===== config.mk =====
export PLATFORM = sky130hd
export DESIGN_NAME = scatter_gather_segmenter_flat
export DESIGN_NICKNAME = d
export VERILOG_FILES = /design/src/hw/rtl/sgs_pkg.sv /design/src/hw/rtl/sgs_req_if.sv /design/src/hw/rtl/sgs_rsp_if.sv /design/src/hw/rtl/sgs_datapath.sv /design/src/hw/rtl/sgs_ctrl.sv /design/src/hw/rtl/scatter_gather_segmenter.sv /design/src/flat_wrapper.sv
export SDC_FILE = /design/constraint.sdc
export NUM_CORES = 2
export LEC_CHECK = 0
export BUFFER_PORTS_ARGS = -buffer_cell sky130_fd_sc_hd__buf_2
export CELL_PAD_IN_SITES_DETAIL_PLACEMENT = 2
export CELL_PAD_IN_SITES_GLOBAL_PLACEMENT = 2
export CORE_AREA = 4 4 555 557
export CTS_CLUSTER_SIZE = 24
export DETAILED_ROUTE_END_ITERATION = 7
export DIE_AREA = 0 0 559 561
export PLACE_DENSITY = 0.68
export SLEW_MARGIN = 20
export SYNTH_ARGS = -nofsm -noshare
export SYNTH_HDL_FRONTEND = slang
export SYNTH_SLANG_ARGS = --single-unit

===== constraint.sdc =====
create_clock -name clk -period 66 [get_ports clk]
set_input_delay 9.9 -clock clk [delete_from_list [all_inputs] [get_ports clk]]
set_output_delay 9.9 -clock clk [all_outputs]
set_load 0.005 [all_outputs]

===== src/hw/rtl/sgs_pkg.sv =====
// ----------------------------------------------------------------------------
// sgs_pkg
// Shared constants, codes and control structs of the scatter-gather segmenter.
// ----------------------------------------------------------------------------
package sgs_pkg;

  localparam int MaxDescs = 16;
  localparam int IdxW     = $clog2(MaxDescs);
  localparam int CntW     = $clog2(MaxDescs + 1);

  localparam int AddrW = 64;
  localparam int LenW  = 32;
  localparam int FlagW = 16;
  localparam int SizeW = 36;
  localparam int StW   = 3;

  localparam int WriteOnlyBit = 1;

  localparam logic [1:0] OpAppend = 2'd0;
  localparam logic [1:0] OpClear  = 2'd1;
  localparam logic [1:0] OpCopy   = 2'd2;
  localparam logic [1:0] OpQuery  = 2'd3;

  localparam logic [StW-1:0] StOk       = 3'd0;
  localparam logic [StW-1:0] StExceeds  = 3'd1;
  localparam logic [StW-1:0] StNotFound = 3'd2;
  localparam logic [StW-1:0] StPerm     = 3'd3;
  localparam logic [StW-1:0] StFull     = 3'd4;

  localparam logic [2:0] EmNone   = 3'd0;
  localparam logic [2:0] EmAppend = 3'd1;
  localparam logic [2:0] EmPlain  = 3'd2;
  localparam logic [2:0] EmQuery  = 3'd3;
  localparam logic [2:0] EmSeg    = 3'd4;
  localparam logic [2:0] EmPerm   = 3'd5;

  typedef struct packed {
    logic           latch;
    logic           append;
    logic           clear;
    logic           walk_reset;
    logic           seek_step;
    logic           seg_begin;
    logic           query_step;
    logic [2:0]     emit;
    logic [StW-1:0] emit_status;
  } cmd_t;

  typedef struct packed {
    logic [1:0] op;
    logic       full;
    logic       size_zero;
    logic       exceeds;
    logic       off_zero;
    logic       count_zero;
    logic       at_end;
    logic       seek_hit;
    logic       perm_fail;
    logic       seg_last;
    logic       query_stop;
    logic       out_free;
  } stat_t;

endpackage


===== src/hw/rtl/sgs_req_if.sv =====
// ----------------------------------------------------------------------------
// sgs_req_if
// Request channel: one beat carries one operation.
// ----------------------------------------------------------------------------
interface sgs_req_if;
  logic                        valid;
  logic                        ready;
  logic [1:0]                  opcode;
  logic [sgs_pkg::AddrW-1:0]   desc_address;
  logic [sgs_pkg::LenW-1:0]    desc_length;
  logic [sgs_pkg::FlagW-1:0]   desc_flags;
  logic [sgs_pkg::SizeW-1:0]   copy_size;
  logic [sgs_pkg::SizeW-1:0]   copy_offset;
  logic                        copy_into_chain;

  modport source (output valid, opcode, desc_address, desc_length, desc_flags,
                  copy_size, copy_offset, copy_into_chain, input ready);
  modport sink (input valid, opcode, desc_address, desc_length, desc_flags,
                copy_size, copy_offset, copy_into_chain, output ready);
endinterface


===== src/hw/rtl/sgs_rsp_if.sv =====
// ----------------------------------------------------------------------------
// sgs_rsp_if
// Result channel: one beat carries one segment or one status result.
// ----------------------------------------------------------------------------
interface sgs_rsp_if;
  logic                        valid;
  logic                        ready;
  logic [sgs_pkg::StW-1:0]     status;
  logic [sgs_pkg::AddrW-1:0]   seg_address;
  logic [sgs_pkg::LenW-1:0]    seg_length;
  logic [sgs_pkg::IdxW-1:0]    seg_index;
  logic [sgs_pkg::SizeW-1:0]   linear_offset;
  logic [sgs_pkg::SizeW-1:0]   bytes_done;
  logic [sgs_pkg::LenW-1:0]    written_bound;
  logic                        last;

  modport source (output valid, status, seg_address, seg_length, seg_index,
                  linear_offset, bytes_done, written_bound, last, input ready);
  modport sink (input valid, status, seg_address, seg_length, seg_index,
                linear_offset, bytes_done, written_bound, last, output ready);
endinterface


===== src/hw/rtl/sgs_datapath.sv =====
// ----------------------------------------------------------------------------
// sgs_datapath
// Descriptor store, walk counters, request latch and result register.
// ----------------------------------------------------------------------------
module sgs_datapath (
  input  logic                clk,
  input  logic                rst,
  input  logic                cfg_we,
  input  logic                cfg_wdata,
  input  sgs_pkg::cmd_t       cmd,
  output sgs_pkg::stat_t      stat,
  sgs_req_if.sink             req,
  sgs_rsp_if.source           rsp
);

  logic [sgs_pkg::AddrW-1:0] entry_address  [sgs_pkg::MaxDescs];
  logic [sgs_pkg::LenW-1:0]  entry_length   [sgs_pkg::MaxDescs];
  logic [sgs_pkg::FlagW-1:0] entry_flags    [sgs_pkg::MaxDescs];
  logic [sgs_pkg::LenW-1:0]  written_prefix [sgs_pkg::MaxDescs];

  logic [sgs_pkg::CntW-1:0]  chain_count;
  logic [sgs_pkg::SizeW-1:0] total_bytes;
  logic                      device_side;

  logic [1:0]                op;
  logic [sgs_pkg::AddrW-1:0] r_addr;
  logic [sgs_pkg::LenW-1:0]  r_len;
  logic [sgs_pkg::FlagW-1:0] r_flags;
  logic [sgs_pkg::SizeW-1:0] r_size;
  logic [sgs_pkg::SizeW-1:0] r_off;
  logic                      r_into;

  logic [sgs_pkg::CntW-1:0]  idx;
  logic [sgs_pkg::SizeW-1:0] cur;
  logic [sgs_pkg::LenW-1:0]  loc;
  logic [sgs_pkg::SizeW-1:0] rem;
  logic [sgs_pkg::SizeW-1:0] done;
  logic [sgs_pkg::LenW-1:0]  lb;

  logic                      out_valid;
  logic [sgs_pkg::StW-1:0]   o_status;
  logic [sgs_pkg::AddrW-1:0] o_addr;
  logic [sgs_pkg::LenW-1:0]  o_len;
  logic [sgs_pkg::IdxW-1:0]  o_idx;
  logic [sgs_pkg::SizeW-1:0] o_lin;
  logic [sgs_pkg::SizeW-1:0] o_done;
  logic [sgs_pkg::LenW-1:0]  o_wb;
  logic                      o_last;

  logic [sgs_pkg::StW-1:0]   o_status_next;
  logic [sgs_pkg::AddrW-1:0] o_addr_next;
  logic [sgs_pkg::LenW-1:0]  o_len_next;
  logic [sgs_pkg::IdxW-1:0]  o_idx_next;
  logic [sgs_pkg::SizeW-1:0] o_lin_next;
  logic [sgs_pkg::SizeW-1:0] o_done_next;
  logic [sgs_pkg::LenW-1:0]  o_wb_next;
  logic                      o_last_next;

  logic [sgs_pkg::IdxW-1:0]  ix;
  logic [sgs_pkg::LenW-1:0]  cur_len;
  logic [sgs_pkg::LenW-1:0]  cur_pre;
  logic                      cur_wo;
  logic [sgs_pkg::LenW-1:0]  avail;
  logic [sgs_pkg::LenW-1:0]  n;
  logic [sgs_pkg::SizeW:0]   cur_end;
  logic [sgs_pkg::SizeW:0]   req_end;
  logic [sgs_pkg::LenW:0]    wr_end;
  logic [sgs_pkg::LenW:0]    lb_sum;

  assign ix      = idx[sgs_pkg::IdxW-1:0];
  assign cur_len = entry_length[ix];
  assign cur_pre = written_prefix[ix];
  assign cur_wo  = entry_flags[ix][sgs_pkg::WriteOnlyBit];
  assign avail   = cur_len - loc;
  assign n       = ({{(sgs_pkg::SizeW-sgs_pkg::LenW){1'b0}}, avail} < rem)
                   ? avail : rem[sgs_pkg::LenW-1:0];
  assign cur_end = {1'b0, cur} + {{(sgs_pkg::SizeW-sgs_pkg::LenW+1){1'b0}}, cur_len};
  assign req_end = {1'b0, r_off} + {1'b0, r_size};
  assign wr_end  = {1'b0, loc} + {1'b0, n};
  assign lb_sum  = {1'b0, lb} + {1'b0, cur_pre};

  always_comb begin
    stat.op         = op;
    stat.full       = (chain_count == sgs_pkg::CntW'(sgs_pkg::MaxDescs));
    stat.size_zero  = (r_size == '0);
    stat.exceeds    = (req_end > {1'b0, total_bytes});
    stat.off_zero   = (r_off == '0);
    stat.count_zero = (chain_count == '0);
    stat.at_end     = (idx == chain_count);
    stat.seek_hit   = (cur_end > {1'b0, r_off});
    stat.perm_fail  = r_into && device_side && !cur_wo;
    stat.seg_last   = (rem == {{(sgs_pkg::SizeW-sgs_pkg::LenW){1'b0}}, n});
    stat.query_stop = cur_wo && (cur_pre != cur_len);
    stat.out_free   = !out_valid || rsp.ready;
  end

  always_ff @(posedge clk) begin
    if (rst) begin
      device_side <= 1'b1;
    end else if (cfg_we) begin
      device_side <= cfg_wdata;
    end
  end

  // Chain bookkeeping
  always_ff @(posedge clk) begin
    if (rst) begin
      chain_count <= '0;
      total_bytes <= '0;
    end else if (cmd.clear) begin
      chain_count <= '0;
      total_bytes <= '0;
    end else if (cmd.append && !stat.full) begin
      chain_count <= chain_count + 1'b1;
      total_bytes <= total_bytes + {{(sgs_pkg::SizeW-sgs_pkg::LenW){1'b0}}, r_len};
    end
  end

  // Descriptor store
  always_ff @(posedge clk) begin
    if (cmd.append && !stat.full) begin
      entry_address[chain_count[sgs_pkg::IdxW-1:0]]  <= r_addr;
      entry_length[chain_count[sgs_pkg::IdxW-1:0]]   <= r_len;
      entry_flags[chain_count[sgs_pkg::IdxW-1:0]]    <= r_flags;
      written_prefix[chain_count[sgs_pkg::IdxW-1:0]] <= '0;
    end else if (cmd.emit == sgs_pkg::EmSeg && r_into && loc <= cur_pre) begin
      if (wr_end[sgs_pkg::LenW]) begin
        written_prefix[ix] <= '1;
      end else if (wr_end[sgs_pkg::LenW-1:0] > cur_pre) begin
        written_prefix[ix] <= wr_end[sgs_pkg::LenW-1:0];
      end
    end
  end

  // Request latch
  always_ff @(posedge clk) begin
    if (cmd.latch) begin
      op      <= req.opcode;
      r_addr  <= req.desc_address;
      r_len   <= req.desc_length;
      r_flags <= req.desc_flags;
      r_size  <= req.copy_size;
      r_off   <= req.copy_offset;
      r_into  <= req.copy_into_chain;
    end
  end

  // Walk counters
  always_ff @(posedge clk) begin
    if (cmd.latch) begin
      rem  <= req.copy_size;
      done <= '0;
    end
    if (cmd.walk_reset) begin
      idx <= '0;
      cur <= '0;
      loc <= '0;
      lb  <= '0;
    end else if (cmd.seek_step) begin
      idx <= idx + 1'b1;
      cur <= cur_end[sgs_pkg::SizeW-1:0];
    end else if (cmd.seg_begin) begin
      loc <= sgs_pkg::LenW'(r_off - cur);
    end else if (cmd.query_step) begin
      idx <= idx + 1'b1;
      if (cur_wo) begin
        lb <= lb_sum[sgs_pkg::LenW] ? '1 : lb_sum[sgs_pkg::LenW-1:0];
      end
    end else if (cmd.emit == sgs_pkg::EmSeg) begin
      idx  <= idx + 1'b1;
      loc  <= '0;
      rem  <= rem - {{(sgs_pkg::SizeW-sgs_pkg::LenW){1'b0}}, n};
      done <= done + {{(sgs_pkg::SizeW-sgs_pkg::LenW){1'b0}}, n};
    end
  end

  // Result register
  always_ff @(posedge clk) begin
    if (rst) begin
      out_valid <= 1'b0;
    end else if (cmd.emit != sgs_pkg::EmNone) begin
      out_valid <= 1'b1;
    end else if (rsp.ready) begin
      out_valid <= 1'b0;
    end
  end

  // Build the next result beat; unnamed fields stay zero, but last defaults to one.
  always_comb begin
    o_status_next = sgs_pkg::StOk;
    o_addr_next   = '0;
    o_len_next    = '0;
    o_idx_next    = '0;
    o_lin_next    = '0;
    o_done_next   = '0;
    o_wb_next     = '0;
    o_last_next   = 1'b1;
    unique case (cmd.emit)
      sgs_pkg::EmAppend: begin
        if (stat.full) begin
          o_status_next = sgs_pkg::StFull;
        end else begin
          o_idx_next = chain_count[sgs_pkg::IdxW-1:0];
        end
      end
      sgs_pkg::EmPlain: begin
        o_status_next = cmd.emit_status;
      end
      sgs_pkg::EmQuery: begin
        o_wb_next = lb;
      end
      sgs_pkg::EmSeg: begin
        o_addr_next = entry_address[ix] + {{(sgs_pkg::AddrW-sgs_pkg::LenW){1'b0}}, loc};
        o_len_next  = n;
        o_idx_next  = ix;
        o_lin_next  = done;
        o_done_next = done + {{(sgs_pkg::SizeW-sgs_pkg::LenW){1'b0}}, n};
        o_last_next = stat.seg_last;
      end
      sgs_pkg::EmPerm: begin
        o_status_next = sgs_pkg::StPerm;
        o_idx_next    = ix;
        o_lin_next    = done;
        o_done_next   = done;
      end
      default: begin
      end
    endcase
  end

  always_ff @(posedge clk) begin
    if (cmd.emit != sgs_pkg::EmNone) begin
      o_status <= o_status_next;
      o_addr   <= o_addr_next;
      o_len    <= o_len_next;
      o_idx    <= o_idx_next;
      o_lin    <= o_lin_next;
      o_done   <= o_done_next;
      o_wb     <= o_wb_next;
      o_last   <= o_last_next;
    end
  end

  assign rsp.valid         = out_valid;
  assign rsp.status        = o_status;
  assign rsp.seg_address   = o_addr;
  assign rsp.seg_length    = o_len;
  assign rsp.seg_index     = o_idx;
  assign rsp.linear_offset = o_lin;
  assign rsp.bytes_done    = o_done;
  assign rsp.written_bound = o_wb;
  assign rsp.last          = o_last;

endmodule


===== src/hw/rtl/sgs_ctrl.sv =====
// ----------------------------------------------------------------------------
// sgs_ctrl
// Operation sequencer: decode, offset seek, segment walk and bound query.
// ----------------------------------------------------------------------------
module sgs_ctrl (
  input  logic            clk,
  input  logic            rst,
  input  logic            in_valid,
  output logic            in_ready,
  input  sgs_pkg::stat_t  stat,
  output sgs_pkg::cmd_t   cmd
);

  localparam logic [2:0] S_IDLE   = 3'd0;
  localparam logic [2:0] S_DECODE = 3'd1;
  localparam logic [2:0] S_SEEK   = 3'd2;
  localparam logic [2:0] S_SEG    = 3'd3;
  localparam logic [2:0] S_QUERY  = 3'd4;
  localparam logic [2:0] S_QEMIT  = 3'd5;

  logic [2:0] state;
  logic [2:0] state_next;

  assign in_ready = (state == S_IDLE);

  always_comb begin
    cmd        = '0;
    state_next = state;
    unique case (state)
      S_IDLE: begin
        if (in_valid) begin
          cmd.latch  = 1'b1;
          state_next = S_DECODE;
        end
      end
      S_DECODE: begin
        priority if (stat.op == sgs_pkg::OpQuery) begin
          cmd.walk_reset = 1'b1;
          state_next     = S_QUERY;
        end else if (stat.op == sgs_pkg::OpCopy && !stat.size_zero && !stat.exceeds
                     && !(stat.off_zero && stat.count_zero)) begin
          cmd.walk_reset = 1'b1;
          state_next     = stat.off_zero ? S_SEG : S_SEEK;
        end else if (stat.out_free) begin
          state_next = S_IDLE;
          priority if (stat.op == sgs_pkg::OpAppend) begin
            cmd.append = 1'b1;
            cmd.emit   = sgs_pkg::EmAppend;
          end else if (stat.op == sgs_pkg::OpClear) begin
            cmd.clear = 1'b1;
            cmd.emit  = sgs_pkg::EmPlain;
          end else begin
            cmd.emit        = sgs_pkg::EmPlain;
            cmd.emit_status = stat.size_zero ? sgs_pkg::StOk
                            : stat.exceeds   ? sgs_pkg::StExceeds
                            :                  sgs_pkg::StNotFound;
          end
        end else begin
        end
      end
      S_SEEK: begin
        priority if (stat.at_end) begin
          if (stat.out_free) begin
            cmd.emit        = sgs_pkg::EmPlain;
            cmd.emit_status = sgs_pkg::StNotFound;
            state_next      = S_IDLE;
          end
        end else if (stat.seek_hit) begin
          cmd.seg_begin = 1'b1;
          state_next    = S_SEG;
        end else begin
          cmd.seek_step = 1'b1;
        end
      end
      S_SEG: begin
        if (stat.out_free) begin
          priority if (stat.at_end) begin
            cmd.emit   = sgs_pkg::EmPlain;
            state_next = S_IDLE;
          end else if (stat.perm_fail) begin
            cmd.emit   = sgs_pkg::EmPerm;
            state_next = S_IDLE;
          end else begin
            cmd.emit = sgs_pkg::EmSeg;
            if (stat.seg_last) begin
              state_next = S_IDLE;
            end
          end
        end
      end
      S_QUERY: begin
        if (stat.at_end) begin
          state_next = S_QEMIT;
        end else begin
          cmd.query_step = 1'b1;
          if (stat.query_stop) begin
            state_next = S_QEMIT;
          end
        end
      end
      S_QEMIT: begin
        if (stat.out_free) begin
          cmd.emit   = sgs_pkg::EmQuery;
          state_next = S_IDLE;
        end
      end
      default: begin
        state_next = S_IDLE;
      end
    endcase
  end

  always_ff @(posedge clk) begin
    if (rst) begin
      state <= S_IDLE;
    end else begin
      state <= state_next;
    end
  end

endmodule


===== src/hw/rtl/scatter_gather_segmenter.sv =====
// ----------------------------------------------------------------------------
// scatter_gather_segmenter
// Bounded scatter-gather descriptor chain with copy segmentation.
// ----------------------------------------------------------------------------
// Append and clear: the request latch and the result register lie between acceptance
//   and the beat; a query walks one descriptor a cycle.
// Copy: seek one descriptor a cycle, then one segment beat a cycle while the output
//   does not stall. One operation at a time; a new beat is taken in idle, even while
//   the last result waits downstream.
// Reset (rst, synchronous): empty the chain, set device_side to 1, drop any pending result.
// ----------------------------------------------------------------------------
module scatter_gather_segmenter (
  input  logic      clk,
  input  logic      rst,
  input  logic      cfg_we,
  input  logic      cfg_wdata,
  sgs_req_if.sink   req,
  sgs_rsp_if.source rsp
);

  sgs_pkg::cmd_t  cmd;
  sgs_pkg::stat_t stat;

  // Sequencer: owns the request handshake and issues one command per cycle.
  sgs_ctrl u_ctrl (
    .clk      (clk),
    .rst      (rst),
    .in_valid (req.valid),
    .in_ready (req.ready),
    .stat     (stat),
    .cmd      (cmd)
  );

  // Datapath: store, walk state and the result register that holds each beat.
  sgs_datapath u_dp (
    .clk       (clk),
    .rst       (rst),
    .cfg_we    (cfg_we),
    .cfg_wdata (cfg_wdata),
    .cmd       (cmd),
    .stat      (stat),
    .req       (req),
    .rsp       (rsp)
  );

endmodule

===== src/flat_wrapper.sv =====
// flat-port wrapper written by rule: the top's interface ports become plain ports
module scatter_gather_segmenter_flat 
  (clk, rst, cfg_we, cfg_wdata, req_valid, req_opcode, req_desc_address, req_desc_length, req_desc_flags, req_copy_size, req_copy_offset, req_copy_into_chain, req_ready, rsp_valid, rsp_status, rsp_seg_address, rsp_seg_length, rsp_seg_index, rsp_linear_offset, rsp_bytes_done, rsp_written_bound, rsp_last, rsp_ready);
  sgs_req_if req_i ();
  sgs_rsp_if rsp_i ();
  input  logic clk;
  input  logic rst;
  input  logic cfg_we;
  input  logic cfg_wdata;
  input wire logic [$bits(req_i.valid)-1:0] req_valid;
  input wire logic [$bits(req_i.opcode)-1:0] req_opcode;
  input wire logic [$bits(req_i.desc_address)-1:0] req_desc_address;
  input wire logic [$bits(req_i.desc_length)-1:0] req_desc_length;
  input wire logic [$bits(req_i.desc_flags)-1:0] req_desc_flags;
  input wire logic [$bits(req_i.copy_size)-1:0] req_copy_size;
  input wire logic [$bits(req_i.copy_offset)-1:0] req_copy_offset;
  input wire logic [$bits(req_i.copy_into_chain)-1:0] req_copy_into_chain;
  output wire logic [$bits(req_i.ready)-1:0] req_ready;
  output wire logic [$bits(rsp_i.valid)-1:0] rsp_valid;
  output wire logic [$bits(rsp_i.status)-1:0] rsp_status;
  output wire logic [$bits(rsp_i.seg_address)-1:0] rsp_seg_address;
  output wire logic [$bits(rsp_i.seg_length)-1:0] rsp_seg_length;
  output wire logic [$bits(rsp_i.seg_index)-1:0] rsp_seg_index;
  output wire logic [$bits(rsp_i.linear_offset)-1:0] rsp_linear_offset;
  output wire logic [$bits(rsp_i.bytes_done)-1:0] rsp_bytes_done;
  output wire logic [$bits(rsp_i.written_bound)-1:0] rsp_written_bound;
  output wire logic [$bits(rsp_i.last)-1:0] rsp_last;
  input wire logic [$bits(rsp_i.ready)-1:0] rsp_ready;
  assign req_i.valid = req_valid;
  assign req_i.opcode = req_opcode;
  assign req_i.desc_address = req_desc_address;
  assign req_i.desc_length = req_desc_length;
  assign req_i.desc_flags = req_desc_flags;
  assign req_i.copy_size = req_copy_size;
  assign req_i.copy_offset = req_copy_offset;
  assign req_i.copy_into_chain = req_copy_into_chain;
  assign req_ready = req_i.ready;
  assign rsp_valid = rsp_i.valid;
  assign rsp_status = rsp_i.status;
  assign rsp_seg_address = rsp_i.seg_address;
  assign rsp_seg_length = rsp_i.seg_length;
  assign rsp_seg_index = rsp_i.seg_index;
  assign rsp_linear_offset = rsp_i.linear_offset;
  assign rsp_bytes_done = rsp_i.bytes_done;
  assign rsp_written_bound = rsp_i.written_bound;
  assign rsp_last = rsp_i.last;
  assign rsp_i.ready = rsp_ready;
  scatter_gather_segmenter u_core (.clk(clk), .rst(rst), .cfg_we(cfg_we), .cfg_wdata(cfg_wdata), .req(req_i), .rsp(rsp_i));
endmodule

After elaboration in Yosys (flattened, before gate mapping)

Memory sizes are Yosys's and may differ from the RTL's. A register that Yosys moved wholly into a read port is not among the register bits.
Index checks and enable logic that the tools add are counted.

Bitwise operators: 3
Muxes and demuxes: 98
Reductions and logical operators: 33
Equal/unequal tests: 24
Magnitude comparators: 5
Add/sub/neg operators: 12

Operators by type and width:

| cell                                                       | number |
|---|---|
| 36-bit two-way mux                                         | 12 |
| 32-bit two-way mux                                         | 7 |
| 37-bit by 36-bit greater-than comparator with 1-bit output | 2 |
| 36-bit by 32-bit adder with 36-bit output                  | 2 |
| 36-bit zero test                                           | 2 |
| 36-bit one-hot mux with 2 select lines                     | 1 |
| 32-bit by 32-bit adder with 33-bit output                  | 2 |
| 64-bit by 32-bit adder with 64-bit output                  | 1 |
| 32-bit subtractor                                          | 2 |
| 3-bit two-way mux                                          | 16 |
| 4-bit two-way mux                                          | 10 |
| 36-bit by 32-bit adder with 37-bit output                  | 1 |
| 36-bit by 36-bit adder with 37-bit output                  | 1 |
| 36-bit by 32-bit == test with 1-bit output                 | 1 |
| 32-bit by 36-bit < comparator with 1-bit output            | 1 |
| 36-bit by 32-bit subtractor with 36-bit output             | 1 |
| 32-bit greater-than comparator                             | 1 |
| 32-bit <= comparator                                       | 1 |
| 32-bit inequality test                                     | 1 |
| 32-bit OR reduction                                        | 1 |
| 5-bit two-way mux                                          | 6 |
| 1-bit two-way mux                                          | 27 |
| 2-bit two-way mux                                          | 11 |
| 6-bit two-way mux                                          | 3 |
| other kinds (32)                                           | 62 |

Register bits: 618
Memories kept: 4
Output and inout bits: 210
Bits in writable memories: 2304
Input bits: 193

Memory list:

| memory                     | depth | bits a word | read ports | clocked after Yosys merged registers in | write ports | line               | text |
|---|---|---|---|---|---|---|---|
| u_core.u_dp.entry_address  | 16    | 64          | 1          | 1                                       | 1           | sgs_datapath.sv:16 | `logic [sgs_pkg::AddrW-1:0] entry_address [sgs_pkg::MaxDescs];` |
| u_core.u_dp.entry_length   | 16    | 32          | 1          | 1                                       | 1           | sgs_datapath.sv:17 | `logic [sgs_pkg::LenW-1:0] entry_length [sgs_pkg::MaxDescs];` |
| u_core.u_dp.written_prefix | 16    | 32          | 1          | 1                                       | 1           | sgs_datapath.sv:19 | `logic [sgs_pkg::LenW-1:0] written_prefix [sgs_pkg::MaxDescs];` |
| u_core.u_dp.entry_flags    | 16    | 16          | 1          | 1                                       | 1           | sgs_datapath.sv:18 | `logic [sgs_pkg::FlagW-1:0] entry_flags [sgs_pkg::MaxDescs];` |

Longest topological paths before layout

Depth after elaboration: 19
Depth in mapped cells: 56
Depth with buffers taken out: 48

Worst setup path after synthesis

Ideal clock, no wire load.

Kind: input to register
From: in rsp_ready
To: reg u_core.u_dp.o_done (netlist bit u_core.u_dp.rsp.bytes_done[0]) (enable)
Stages on the path: 3
Setup time: 1.487 ns
Path slack: 30.691 ns
Arrival time: 33.822 ns
Cell sequence: nand2b_1 > nand2_1 > o311ai_0

Word-level cells in the longest chain between the ends: 6
Elaborated cells between the ends (all ways): 10
Classes of those cells: mux (8); reduce/logical (2)

Ends and longest elaborated chain:

| item                                      | line                | text |
|---|---|---|
| start: declaration                        | flat_wrapper.sv:28  | `input wire logic [$bits(rsp_i.ready)-1:0] rsp_ready;` |
| 1-bit logical OR (*)                      | sgs_datapath.sv:94  | `stat.out_free = !out_valid \|\| rsp.ready;` |
| 6-bit two-way mux                         | sgs_ctrl.sv:44      | `end else if (stat.out_free) begin` |
| 6-bit two-way mux                         | sgs_ctrl.sv:40      | `end else if (stat.op == sgs_pkg::OpCopy && !stat.size_zero && !stat.exceeds` |
| 6-bit two-way mux                         | sgs_ctrl.sv:37      | `priority if (stat.op == sgs_pkg::OpQuery) begin` |
| 3-bit one-hot mux with 4 select lines (*) | sgs_ctrl.sv:29      | `unique case (state)` |
| 3-bit nonzero test (*)                    | sgs_datapath.sv:232 | `if (cmd.emit != sgs_pkg::EmNone) begin` |
| end signal: assignment                    | sgs_datapath.sv:238 | `o_done <= o_done_next;` |
| end: declaration                          | sgs_datapath.sv:46  | `logic [sgs_pkg::SizeW-1:0] o_done;` |

Mark *: on every way between the ends. The rest lies on a longest branch, timed or not.
A chain may end at the register's enable or synchronous reset.

==> impl_metrics.tcl <==
set metrics [dict create \
    status "completed" \
    place.gp.congestion 0.882 \
    final_antenna_net_count 0 \
    sw_frac_of_total_pct 31.1 \
    holdWs_ns 0.484 \
    initial_core_util_pct 39.9 \
    cts_root_buffer "clkbuf_16" \
    ys_top_cells_by_count "2,444 x edfxtp_1, 612 x mux4_2, 494 x ha_1" \
    met2_usage_pct 49.0 \
    die_h_um 561 \
    drtIter0Drc 8197 \
    synth_top_area_cell "edfxtp_1" \
    numCtsBuffers 301 \
    internal_power_w 0.00326 \
    antenna_found_initial 47 \
    ctsResizeCount 0 \
    dieWidth_um 559 \
    use_met1_pct 37.4 \
    ys_seq_area_share_pct 64.5 \
    ir_drop_mv 0.0237 \
    synth-edff-count 2444 \
    reg2reg_slack_ns 47.72 \
    ys_seq_elements 2671 \
    start_kind "register" \
    r2r-end "u_core.u_dp.written_prefix[0][31]" \
    dr_total_vias 76900 \
    worst_pin_slew_ns 1.18 \
    critical-path-max-stage-delay_ns 0.84 \
    syn_avg_cell_area_sq_um 15.6 \
    synthFlopType "edfxtp_1" \
    grt_first_pass_wirelength_um 654000 \
    hold_viol 0 \
    drv_cap 0 \
    remaining_drc_errors 0 \
    core_sq_mm 0.303 \
    yosys.cell_count.top_type "edfxtp_1" \
    skew_ns 0.0837 \
    cp-end-kind "register" \
    hp-class "reg -> reg" \
    grt_max_degree 117 \
    io_pins 403 \
    netlist_area_sq_mm 0.121 \
    hold_end "u_core.u_dp.total_bytes[24]" \
    yosys_warnings 0 \
    setup-violations-final 0 \
    path_max_fanout 40 \
    clkTransAtPathRegs_ns 0.06 \
    synth_top_cell_area_share_pct 60.8 \
    drive_above_1_share_pct 20.3 \
    synth_top_cells_by_area "edfxtp_1 61%, mux4_2 11%, ha_1 5.1%" \
    cts-htree-levels 5 \
    avgViaCountPerCell 6.13 \
    rsz0062_at_grt "false" \
    grt-ovfl-total 0 \
    hold_path_depth 2 \
    total_leakage_power_nw 49.2 \
    cp_slowest_cell "o21ai_2" \
    critical_path_class "reg -> reg" \
    ctsLongestPathBuffers 4 \
    ctsHoldBuffers 0 \
    rows 202 \
    slew_violations 0 \
    nNetsFinal 8994 \
    io_buffers 387 \
    cts_setup_buffers 0 \
    post-route-period-util_pct 27.7 \
    crit_arrival_ns 18.86 \
    grt_use_total_pct 29.0 \
    slew_headroom_pct 21.2 \
    cts_tree "built" \
    syn_nets 8422 \
    hp-start "u_core.u_dp.total_bytes[24]" \
    seqPwrFrac_pct 41.3 \
    totalWireLength_um 464000 \
    area_growth_pct 14.4 \
    met3_usage_pct 4.33 \
    final.setup.tns_ns 0 \
    drt-pass1-iter-count 5 \
    postSynthCellCount 7725 \
    clock.fmax_mhz 54.7 \
    post-dp-hpwl_um 302000 \
    worst_path_most_repeated_cell "o21ai_0" \
    share_comb_of_total_power_pct 21.8 \
    routedWlPerCell_um 37.0 \
    clock_latency_ns 0.97 \
    die-area_sq_mm 0.314 \
    switching_power_w 0.00147 \
    period_minus_slack_ns 18.28 \
    cts_sinks 2671 \
    clkPwrFrac_pct 36.9 \
    async_reset_ff_share_pct 0 \
    worstPathRequired_ns 66.58 \
    busiest_layer "met2" \
    power.density_mw_per_mm2 34.2 \
    grt_pass1_vias 82500 \
    reg2reg_depth 49 \
    synthDistinctLibCells 82 \
]
[how the worst max path moves through the flow]
stage,start,to,cells past startpoint
floorplan,rsp_ready,u_core.u_dp.rsp.bytes_done[0],3
global placement,register,u_core.u_dp.written_prefix[12][22],49
finish,register,u_core.u_dp.written_prefix[0][31],49
detailed placement,register,u_core.u_dp.written_prefix[15][22],49
global route,register,u_core.u_dp.written_prefix[6][31],49
CTS,register,u_core.u_dp.written_prefix[13][19],49
[worst max-delay path, delay by kind of cell, from the launching register on]
| kind | cells | cell delay, ns |
|---|---|---|
| simple gates | 17 | 4.93 |
| xor+xnor | 1 | 0.26 |
| compound gates | 19 | 6.64 |
| buf+inv | 6 | 2.51 |
| fa+ha+maj | 5 | 1.98 |
| mux | 1 | 0.61 |
| flops | 1 | 0.78 |
[routing by layer]
metal  vias to the layer above  routed length, um
li1                      31600                  -
met1                     41000             184000
met2                      3375             228000
met3                       845              30300
met4                        10              21800
met5                         -                 67
[power groups by stage]
stage,clock network [W],logic [W],registers [W]
4_1_cts,0.00178,0.00103,0.00195
6_report,0.00175,0.00103,0.00195
3_5_place_dp,0,0.00101,0.00199
5_1_grt,0.00185,0.00112,0.00196
2_1_floorplan,0,0.000668,0.00197
3_3_place_gp,0,0.000976,0.00198
[state kept, by name (all words and copies together), names as in the netlist, 64 cells and up, named ones only]
register and flops:
u_core.u_dp.entry_address 1024, u_core.u_dp.entry_length 512, u_core.u_dp.written_prefix 512, u_core.u_dp.r_addr 64
u_core.u_dp.rsp.seg_address 64
[layout by cell type, fill, tap and decap left out, types with 51 or more instances in the layout]
master     instances
buf_2            387
nor2_1           314
xnor2_1          218
and3_1            51
nand3_1          134
mux4_2           612
buf_4            165
o21a_1            55
dfxtp_1          223
nand2b_1          58
inv_1            377
a31oi_1           57
edfxtp_1        2444
xor2_1           120
ha_1             494
clkbuf_16        305
nor3_1            77
a21o_1           193
a22oi_1           69
a21oi_1          388
o21ai_0          223
nand4_1           58
clkbuf_1          71
and2_1            96
nand2_1          483
[layout make-up]
class | instances | area (sq um)
Antenna cell | 11 | 27.5
Clock buffer | 384 | 8010
Clock inverter | 164 | 1980
Fill cell | 28500 | 164000
Inverter | 378 | 1430
Multi-Input combinational cell | 4387 | 40500
Sequential cell | 2671 | 77900
Tap cell | 3978 | 4980
Timing Repair Buffer | 558 | 3310
[stage by stage]
stage	cells	total power [W]	setup slack (ns)	cell area [sq um]	util, %
final	12500	0.00473	47.72	138000	45.7
after detailed placement	12000	0.00300	47.44	128000	42.3
after floorplan	7725	0.00264	30.69	121000	-
after global placement	12000	0.00296	48.13	128000	42.3
after CTS	12500	0.00476	47.28	138000	45.6
after global routing	12500	0.00492	46.91	138000	45.7
[cells by family after synthesis]
| logic type | Yosys count | share of synthesized area, % |
|---|---|---|
| muxes | 661 | 11.8 |
| DFF | 2671 | 64.5 |
| AOI/OAI and AO/OA | 1390 | 7.63 |
| adders and majority gates | 504 | 5.28 |
| and+or+nand+nor | 1494 | 5.96 |
| buffers and inverters | 667 | 2.32 |
| xor gates and xnor gates | 338 | 2.45 |
Power figures use the tool's default switching activity.
